**config.mk**
```make
export PLATFORM = sky130hd
export DESIGN_NAME = order_book_pair_matcher
export DESIGN_NICKNAME = d
export VERILOG_FILES = /design/src/sv/obpm_pkg.sv /design/src/sv/order_book_pair_matcher.sv /design/src/sv/obpm_ctrl.sv /design/src/sv/obpm_dp.sv
export SDC_FILE = /design/constraint.sdc
export NUM_CORES = 2
export LEC_CHECK = 0
export BUFFER_PORTS_ARGS = -buffer_cell sky130_fd_sc_hd__buf_2
export CAP_MARGIN = 20
export CORE_ASPECT_RATIO = 1.5
export CORE_MARGIN = 5
export CORE_UTILIZATION = 45
export CTS_BUF_LIST = sky130_fd_sc_hd__clkbuf_8
export CTS_CLUSTER_DIAMETER = 60
export DETAILED_ROUTE_END_ITERATION = 8
export SYNTH_ARGS = -nofsm -noshare
export SYNTH_HDL_FRONTEND = slang
export SYNTH_SLANG_ARGS = --single-unit
```
**constraint.sdc**
```tcl
create_clock -name clk -period 10.1 [get_ports clk]
set_clock_uncertainty 0.1 [all_clocks]
set_input_delay 1.01 -clock clk [delete_from_list [all_inputs] [get_ports clk]]
set_output_delay 1.01 -clock clk [all_outputs]
set_load 0.01 [all_outputs]
```
**src/sv/obpm_pkg.sv**
```systemverilog
// ---------------------------------------------------------------------------
// obpm_pkg
// shared types and constants of the order book pair matcher
// ---------------------------------------------------------------------------
package obpm_pkg;

  localparam int TABLE_DEPTH = 64;
  localparam int IDX_W       = $clog2(TABLE_DEPTH);
  localparam int CNT_W       = $clog2(TABLE_DEPTH + 1);
  localparam int ID_W        = 7;
  localparam int PRICE_W     = 32;

  localparam logic SIDE_BUY = 1'b0;
  localparam logic FUNC_SUBMIT = 1'b0;
  localparam logic FUNC_MATCH  = 1'b1;

  typedef enum logic [1:0] {
    KIND_ACCEPT = 2'd0,
    KIND_REJECT = 2'd1,
    KIND_FILL   = 2'd2,
    KIND_DONE   = 2'd3
  } kind_t;

  typedef struct packed {
    logic               func;
    logic               side;
    logic [PRICE_W-1:0] price;
  } in_t;

  typedef struct packed {
    kind_t              kind;
    logic [ID_W-1:0]    order_id;
    logic [ID_W-1:0]    partner_id;
    logic [PRICE_W-1:0] fill_price;
    logic               last;
  } out_t;

  // one table entry as stored in the memory
  typedef struct packed {
    logic               side;
    logic               filled;
    logic [PRICE_W-1:0] price;
  } entry_t;

  typedef struct packed {
    logic submit;     // store order, answer accept or reject
    logic clr_i;      // start of a match pass
    logic rd_i;       // read entry i
    logic load_cur;   // capture entry i from the read data
    logic inc_i;      // move to the next entry
    logic init_j;     // start partner scan after i
    logic scan;       // issue partner read and test the previous one
    logic wr_cur;     // mark entry i filled
    logic wr_part;    // mark partner filled
    logic emit_done;  // give the pass done result
  } cmd_t;

  typedef struct packed {
    logic i_end;
    logic j_end;
    logic cur_filled;
    logic hit;
  } stat_t;

endpackage

```
**src/sv/order_book_pair_matcher.sv**
```systemverilog
// ---------------------------------------------------------------------------
// order_book_pair_matcher
// table of buy and sell orders with a sequential pair matching pass
// ---------------------------------------------------------------------------
//
//  channel   ports                    transfer happens when
//  --------  -----------------------  -------------------------------
//  input     start, busy, in_data     start high and busy low
//  result    out_valid, out_data      out_valid high (one cycle each)
//
//  a submit keeps busy low, and its result shows the next cycle
//  a match pass walks the table with one memory read port: for each pending
//  order i it reads and loads the entry, then scans the partners after i;
//  each fill then writes entry i and the partner as filled
//  reset clears the order count, the sequencer and the result strobe
//  the receiver cannot stall: every result is taken in its strobe cycle
//
module order_book_pair_matcher import obpm_pkg::*; (
  input  logic clk,
  input  logic rst_n,
  input  logic start,
  output logic busy,
  input  in_t  in_data,
  output logic out_valid,
  output out_t out_data
);

  cmd_t  cmd;
  stat_t stat;

  // sequencer: idle, read entry, load entry, partner scan, two fill writes
  obpm_ctrl u_ctrl (
    .clk   (clk),
    .rst_n (rst_n),
    .start (start),
    .func  (in_data.func),
    .stat  (stat),
    .cmd   (cmd),
    .busy  (busy)
  );

  // order memory, scan counters, price compare and result register
  obpm_dp u_dp (
    .clk       (clk),
    .rst_n     (rst_n),
    .in_data   (in_data),
    .cmd       (cmd),
    .stat      (stat),
    .out_valid (out_valid),
    .out_data  (out_data)
  );

endmodule

```
**src/sv/obpm_ctrl.sv**
```systemverilog
// ---------------------------------------------------------------------------
// obpm_ctrl
// sequencer of submit and match passes
// ---------------------------------------------------------------------------
module obpm_ctrl import obpm_pkg::*; (
  input  logic  clk,
  input  logic  rst_n,
  input  logic  start,
  input  logic  func,
  input  stat_t stat,
  output cmd_t  cmd,
  output logic  busy
);

  typedef enum logic [5:0] {
    S_IDLE  = 6'b000001,
    S_RDI   = 6'b000010,
    S_LDI   = 6'b000100,
    S_SCAN  = 6'b001000,
    S_FILLI = 6'b010000,
    S_FILLJ = 6'b100000
  } state_t;

  state_t state_r, state_nxt;

  always_comb begin
    state_nxt = state_r;
    cmd       = '0;
    case (state_r)
      S_IDLE: begin
        if (start) begin
          if (func == FUNC_SUBMIT) begin
            cmd.submit = 1'b1;
          end else begin
            cmd.clr_i = 1'b1;
            state_nxt = S_RDI;
          end
        end
      end
      S_RDI: begin
        if (stat.i_end) begin
          cmd.emit_done = 1'b1;
          state_nxt     = S_IDLE;
        end else begin
          cmd.rd_i  = 1'b1;
          state_nxt = S_LDI;
        end
      end
      S_LDI: begin
        cmd.load_cur = 1'b1;
        if (stat.cur_filled) begin
          cmd.inc_i = 1'b1;
          state_nxt = S_RDI;
        end else begin
          cmd.init_j = 1'b1;
          state_nxt  = S_SCAN;
        end
      end
      S_SCAN: begin
        cmd.scan = 1'b1;
        if (stat.hit) begin
          state_nxt = S_FILLI;
        end else if (stat.j_end) begin
          cmd.inc_i = 1'b1;
          state_nxt = S_RDI;
        end
      end
      S_FILLI: begin
        cmd.wr_cur = 1'b1;
        state_nxt  = S_FILLJ;
      end
      S_FILLJ: begin
        cmd.wr_part = 1'b1;
        cmd.inc_i   = 1'b1;
        state_nxt   = S_RDI;
      end
      default: begin
        state_nxt = S_IDLE;
      end
    endcase
  end

  always_ff @(posedge clk) begin
    if (!rst_n) begin
      state_r <= S_IDLE;
    end else begin
      state_r <= state_nxt;
    end
  end

  assign busy = (state_r != S_IDLE);

endmodule

```
**src/sv/obpm_dp.sv**
```systemverilog
// ---------------------------------------------------------------------------
// obpm_dp
// order table memory, scan counters, price compare and result register
// ---------------------------------------------------------------------------
module obpm_dp import obpm_pkg::*; (
  input  logic  clk,
  input  logic  rst_n,
  input  in_t   in_data,
  input  cmd_t  cmd,
  output stat_t stat,
  output logic  out_valid,
  output out_t  out_data
);

  entry_t mem [TABLE_DEPTH];

  logic [CNT_W-1:0] count_r, count_nxt;
  logic [CNT_W-1:0] i_r, i_nxt;
  logic [CNT_W-1:0] j_r, j_nxt;
  logic [CNT_W-1:0] jd_r;
  logic [CNT_W-1:0] part_r;
  logic             pv_r, pv_nxt;
  entry_t           rd_word_r;
  entry_t           cur_r;
  entry_t           part_word_r;
  logic [IDX_W-1:0] rd_addr;
  logic             wr_en;
  logic [IDX_W-1:0] wr_addr;
  entry_t           wr_word;
  logic             full;
  logic             crossed;
  logic             hit;
  logic             out_valid_r, out_valid_nxt;
  out_t             out_r, out_nxt;

  assign full = (count_r == CNT_W'(TABLE_DEPTH));

  // partner test on the word read in the previous scan cycle
  always_comb begin
    if (cur_r.side == SIDE_BUY) begin
      crossed = (cur_r.price >= rd_word_r.price);
    end else begin
      crossed = (rd_word_r.price >= cur_r.price);
    end
  end

  assign hit = pv_r && !rd_word_r.filled && (rd_word_r.side != cur_r.side) && crossed;

  assign stat.i_end      = (i_r >= count_r);
  assign stat.j_end      = (j_r >= count_r);
  assign stat.cur_filled = rd_word_r.filled;
  assign stat.hit        = hit;

  assign rd_addr = cmd.rd_i ? i_r[IDX_W-1:0] : j_r[IDX_W-1:0];

  always_comb begin
    wr_en   = 1'b0;
    wr_addr = count_r[IDX_W-1:0];
    wr_word = '{side: in_data.side, filled: 1'b0, price: in_data.price};
    if (cmd.submit) begin
      wr_en = !full;
    end else if (cmd.wr_cur) begin
      wr_en   = 1'b1;
      wr_addr = i_r[IDX_W-1:0];
      wr_word = cur_r;
      wr_word.filled = 1'b1;
    end else if (cmd.wr_part) begin
      wr_en   = 1'b1;
      wr_addr = part_r[IDX_W-1:0];
      wr_word = part_word_r;
      wr_word.filled = 1'b1;
    end
  end

  always_ff @(posedge clk) begin
    if (wr_en) begin
      mem[wr_addr] <= wr_word;
    end
    rd_word_r <= mem[rd_addr];
  end

  always_comb begin
    count_nxt = count_r;
    i_nxt     = i_r;
    j_nxt     = j_r;
    pv_nxt    = 1'b0;
    if (cmd.submit && !full) begin
      count_nxt = count_r + CNT_W'(1);
    end
    if (cmd.clr_i) begin
      i_nxt = '0;
    end else if (cmd.inc_i) begin
      i_nxt = i_r + CNT_W'(1);
    end
    if (cmd.init_j) begin
      j_nxt = i_r + CNT_W'(1);
    end else if (cmd.scan && !stat.j_end) begin
      j_nxt  = j_r + CNT_W'(1);
      pv_nxt = 1'b1;
    end
  end

  always_comb begin
    out_valid_nxt = 1'b0;
    out_nxt       = out_r;
    if (cmd.submit) begin
      out_valid_nxt      = 1'b1;
      out_nxt.partner_id = '0;
      out_nxt.fill_price = '0;
      out_nxt.last       = 1'b1;
      if (full) begin
        out_nxt.kind     = KIND_REJECT;
        out_nxt.order_id = '0;
      end else begin
        out_nxt.kind     = KIND_ACCEPT;
        out_nxt.order_id = ID_W'(count_r + CNT_W'(1));
      end
    end else if (cmd.scan && hit) begin
      out_valid_nxt      = 1'b1;
      out_nxt.kind       = KIND_FILL;
      out_nxt.order_id   = ID_W'(i_r + CNT_W'(1));
      out_nxt.partner_id = ID_W'(jd_r + CNT_W'(1));
      out_nxt.fill_price = rd_word_r.price;
      out_nxt.last       = 1'b0;
    end else if (cmd.emit_done) begin
      out_valid_nxt      = 1'b1;
      out_nxt.kind       = KIND_DONE;
      out_nxt.order_id   = '0;
      out_nxt.partner_id = '0;
      out_nxt.fill_price = '0;
      out_nxt.last       = 1'b1;
    end
  end

  always_ff @(posedge clk) begin
    if (!rst_n) begin
      count_r     <= '0;
      i_r         <= '0;
      j_r         <= '0;
      pv_r        <= 1'b0;
      out_valid_r <= 1'b0;
    end else begin
      count_r     <= count_nxt;
      i_r         <= i_nxt;
      j_r         <= j_nxt;
      pv_r        <= pv_nxt;
      out_valid_r <= out_valid_nxt;
    end
  end

  // payload registers
  always_ff @(posedge clk) begin
    out_r <= out_nxt;
    jd_r  <= j_r;
    if (cmd.load_cur) begin
      cur_r <= rd_word_r;
    end
    if (cmd.scan && hit) begin
      part_r      <= jd_r;
      part_word_r <= rd_word_r;
    end
  end

  assign out_valid = out_valid_r;
  assign out_data  = out_r;

endmodule
```
Word level (Yosys, flattened, before mapping):

Memories as Yosys holds them, arrays and structs flattened. A register that Yosys moved wholly into a read port is not among the register bits.
Index checks and enable logic that the tools add are counted.
Widths: inputs -> output; s select.

* input port bits: 37
* bits in writable memories: 2176
* logic and storage cells: 102
* memories: 1
* bits in registers: 157

Memories
* u_dp.mem: words 64, width 34, read ports 1, clocked after memory_dff 1, write ports 1, RTL line obpm_dp.sv:15 `entry_t mem [TABLE_DEPTH];`

* $add $sub $neg: 4
* eq/ne operators: 12
* reductions and logical operators: 15
* magnitude comparators: 4
* mux-type cells: 48
* bitwise logic cells: 1

Operator list (number)
* $mux 49: 3
* $mux 34: 3
* $ge 32x32->1: 2
* $mux 6: 8
* $pmux 6 s6: 1
* $add 7x1->7 const B: 4
* $mux 1: 25
* $ge 7x7->1: 2
* $mux 7: 2
* $mux 8: 1
* $eq 7x7->1 const B: 1
* $eq 6x1->1 const B: 1
* $eq 6x2->1 const B: 1
* $eq 6x3->1 const B: 1
* $eq 6x4->1 const B: 1
* $eq 6x5->1 const B: 1
* $eq 6x6->1 const B: 1
* $logic_and 1x1->1: 6
* $ne 6x1->1 const B: 1
* $mux 2: 2
* $mux 4: 1
* $ne 2x2->1 const B: 2
* $reduce_bool 2->1: 2
* $reduce_or 2->1: 2
* other kinds (8): 10

Longest topological paths before layout:

* depth after elaboration: 7
* depth in mapped cells: 15
* mapped depth without buffers: 11

Cells and area by module:

Synthesis repeated with hierarchy kept, for this count alone.

* cells, all modules: 4662
* area, all modules: 92252.2 um2

By module, submodules not included
* obpm_dp: cells each 4613, seq. area each 69857.0 um2, area each 91866.9 um2, instances 1
* obpm_ctrl: cells each 49, seq. area each 120.1 um2, area each 385.4 um2, instances 1

Worst setup path before layout:

OpenSTA, ideal clock, no wires.

* kind: register to register
* start: register u_ctrl.state_r[0]
* end: memory u_dp.mem[0][23] (netlist name), data pin
* buffers on the path: 2
* cell stages (with the launch flop): 8
* slack: 5286 ps
* clock period less this slack: 4814 ps
* library setup time: 500 ps
* data arrival time: 4214 ps
* cell sequence: dfxtp_1 -> nor4_1 -> nand3b_1 -> nand2_1 -> clkbuf_1 -> buf_1 -> nor2_1 -> nor2_1

RTL lines
* from (decl): RTL line obpm_ctrl.sv:24 `state_t state_r, state_nxt;`
* from (signal assigned): RTL line obpm_ctrl.sv:87 `state_r <= state_nxt;`
* to (decl): RTL line obpm_dp.sv:15

Final worst setup path:

* start: register u_dp.i_r[0]
* end: register u_dp.rd_word_r[11] (netlist name)

* cells in the longest elaborated chain, start to end: 4

RTL lines
* from (decl): RTL line obpm_dp.sv:18 `logic [CNT_W-1:0] i_r, i_nxt;`
* from (signal assigned): RTL line obpm_dp.sv:144 `i_r <= i_nxt;`
* $ge 7x7->1: RTL line obpm_dp.sv:49 `assign stat.i_end = (i_r >= count_r);`
* $mux 1: RTL line obpm_ctrl.sv:41 `if (stat.i_end) begin`
* $mux 1: RTL line obpm_ctrl.sv:29 `case (state_r)`
* $mux 6 *: RTL line obpm_dp.sv:54 `assign rd_addr = cmd.rd_i ? i_r[IDX_W-1:0] : j_r[IDX_W-1:0];`

Every way passes the cells marked *; elsewhere a longest branch is shown, timed or not.
A chain may end at the register's enable or synchronous reset.

==> flow_summary.json <==
{
  "io_buffers": 87,
  "pin_count": 88,
  "grt_use_total_pct": 24.09,
  "setup_viol": 0,
  "crit_path_end_kind": "register",
  "antenna_found_initial": 8,
  "slew_violations": 0,
  "die_w_um": 377.9,
  "area_growth_pct": 12.13,
  "worst_setup_path_start_kind": "register",
  "firstDrtPassIters": 7,
  "crit_arrival_ps": 6880,
  "routed-via-count": 50296,
  "clk_path_buf_depth": 4,
  "min_path_type": "reg2reg",
  "layout-drive-gt1-share_pct": 14.94,
  "power.density_nw_per_um2": 177.7,
  "routabilityCongestion": 0.8778,
  "wl_per_cell_um": 31.06,
  "die-area_um2": 212400,
  "hp-start": "u_dp.j_r[6]",
  "fin_nets": 5610,
  "ys_seq_elements": 2367,
  "post_cts_resized": 0,
  "cts_sinks": 2367,
  "synth_seq_area_share_pct": 76.58,
  "fill_cells": 16346,
  "core_area_um2": 201900,
  "final_common_cell": "edfxtp_1",
  "cp_data_required_time_ps": 10790,
  "fin_crit_ps": 6192,
  "status": "complete, no violations",
  "cts_tree": "done",
  "ys_async_sr_fraction_pct": 0,
  "clock_latency_ps": 980,
  "numCtsBuffers": 339,
  "grt_pass1_wl_um": 365400,
  "fmax_ghz": 0.1615,
  "first_global_vias": 50244,
  "r2r_setup_slack_ps": 3910,
  "relSlewSlack_pct": 20.11,
  "worstReg2RegStart": "u_dp.i_r[0]",
  "rows": 202,
  "clockRootBuffer": "clkbuf_8",
  "yosys_most_used_dff": "edfxtp_1",
  "syn_nets": 5285,
  "rr_endpoint": "u_dp.rd_word_r[11]",
  "hold_depth": 0,
  "hold_viol": 0,
  "setup_tns_ps": 0,
  "critPathKind": "reg2reg",
  "p_leak_nw": 39.97,
  "initial_core_util_pct": 45.25,
  "r2r_cells": 13,
  "wl_um": 262000,
  "fp.dieH_um": 561.9,
  "drtIter0Drc": 5067,
  "drv_cap": 0,
  "ant_nets": 0,
  "post_synth.cell_area_avg_um2": 17.58,
  "syn_inst": 5197,
  "period_share_pct": 61.31,
  "syn_area_um2": 91380,
  "whs_ps": 340.7,
  "yosys_warnings": 0,
  "final_cell_mix": "edfxtp_1, mux2i_1, o22ai_1, clkbuf_8, inv_1",
  "worstHoldEndpoint": "u_dp.jd_r[6]",
  "peakVddDrop_mv": 0.09628,
  "synth_cell_type_count": 63,
  "drt_drc_violations_left": 0,
  "postCtsSetupBuffers": 0,
  "ctsHoldBuffers": 0,
  "htree_num_levels": 5,
  "crit_fanout": 108,
  "synth_edf_count": 2257,
  "hpwlAfterDp_um": 136900,
  "clkTransAtPathRegs_ps": 70,
  "grt_overflow": 0,
  "routed_via_density": 5.963,
  "worst-slew-pin-transition_ps": 1198,
  "grt_max_degree": 119,
  "rsz0062_at_grt": "false"
}
-- Yosys cell counts, types with 4 or more instances --
cell | count | area share, %
and3_1 | 6 | 0.041
nor4_1 | 142 | 0.97
o211ai_1 | 5 | 0.041
clkbuf_1 | 75 | 0.31
nand2b_1 | 11 | 0.075
ha_1 | 51 | 0.70
o22ai_1 | 586 | 4.0
o221ai_1 | 34 | 0.33
a21oi_1 | 31 | 0.17
buf_6 | 20 | 0.25
nand2_4 | 4 | 0.049
a31oi_1 | 5 | 0.034
buf_1 | 11 | 0.045
mux2i_1 | 1095 | 12
xnor2_1 | 24 | 0.23
edfxtp_1 | 2257 | 74
and2_1 | 11 | 0.075
o22a_1 | 37 | 0.35
nand4_1 | 11 | 0.075
inv_1 | 51 | 0.21
buf_4 | 79 | 0.65
nand2_1 | 128 | 0.53
dfxtp_1 | 110 | 2.4
nand3_1 | 17 | 0.093
nand2_2 | 4 | 0.027
nand3b_1 | 7 | 0.058
nor3_1 | 14 | 0.077
xor2_1 | 4 | 0.038
o21a_1 | 5 | 0.041
a21o_1 | 7 | 0.058
nor2_1 | 157 | 0.64
o21ai_0 | 60 | 0.33
buf_2 | 97 | 0.53
-- critical path, cell delays in order, from the launching register on --
cell and delay, ps:
dfxtp_1 500, inv_1 120, ha_1 310, nand2b_1 140, a211oi_1 510, o211ai_1 300, mux2i_4 640, buf_4 530
buf_12 610, mux2i_1 260, o22ai_1 120, nor4_1 850, o22a_1 670, o221ai_1 230
-- cell families (layout without fill, tap and decap cells) --
family | count (synthesis) | in the layout | synth area share (%)
other | 0 | 4 | 0
flip-flops | 2367 | 2367 | 76.58
multiplexers | 1098 | 1098 | 12.03
adder cells (fa/ha/maj) | 51 | 51 | 0.6983
AO/OA/AOI/OAI | 787 | 787 | 5.525
buffers and inverters | 335 | 916 | 2.002
XOR/XNOR | 28 | 28 | 0.2684
AND/OR/NAND/NOR | 531 | 531 | 2.896
-- flip-flops by register name (all words and copies together), names as in the netlist --
name and cells:
u_dp.part_r 6, u_dp.j_r 7, u_dp.pv_r 1, u_ctrl.state_r 6, u_dp.cur_r 33, u_dp.rd_word_r 33, u_dp.out_valid 1, u_dp.i_r 7
u_dp.jd_r 7, u_dp.mem 2176, u_dp.out_data 49, u_dp.part_word_r 33, u_dp.count_r 7, u_dp.stat 1
-- routing by layer --
metal	wire (um)	part of all wire, %	GRT usage, %	vias to the layer above
li1	-	-	-	21600
met1	101000	39	30.52	26038
met2	128700	49	40.65	2156
met3	17630	6.7	3.472	502
met4	14670	5.6	12.16	0
met5	0	0	0	-
-- per-stage QoR --
step	power [mW]	setup WS (ps)	std cells	instance area [um2]	util (%)
floorplan	11.16	5286	5197	91380	-
global placement	11.35	3718	7825	96160	47.62
detailed placement	11.36	4028	7832	96260	47.67
CTS	18.32	4005	8429	102500	50.73
global route	18.79	3779	8434	102500	50.74
finish	18.21	3908	8434	102500	50.74
-- area by class of cell --
cell class              count  area [um2]  share of cell area [%]
repair buffers            267        1989                   1.942
clock inverters           231        1152                   1.125
well taps                2652        3318                   3.238
inverters                  52       195.2                  0.1905
multi-input cells        2495       20780                   20.28
clock buffers             366        5037                   4.916
flip-flops and latches   2367       69980                   68.29
diodes                      4       10.01                0.009769
-- power breakdown --
| part | switching, mW | leakage [nW] | internal (mW) |
|---|---|---|---|
| clock | 3.55 | 3.58 | 3.50 |
| combinational | 0.272 | 15.3 | 0.0707 |
| sequential | 0.0416 | 21.1 | 10.8 |
-- worst max-delay path by stage --
stage | from | to | slack (ps) | cells after the start
2_1_floorplan | u_ctrl.state_r[0] | u_dp.mem[0][23] | 5290 | 7
3_3_place_gp | u_dp.i_r[0] | u_dp.rd_word_r[8] | 3720 | 12
3_5_place_dp | u_dp.i_r[0] | u_dp.rd_word_r[19] | 4030 | 12
4_1_cts | u_dp.i_r[0] | u_dp.rd_word_r[19] | 4000 | 12
5_1_grt | u_dp.i_r[0] | u_dp.rd_word_r[11] | 3780 | 13
6_report | u_dp.i_r[0] | u_dp.rd_word_r[11] | 3910 | 13
Power figures use the tool's default switching activity.
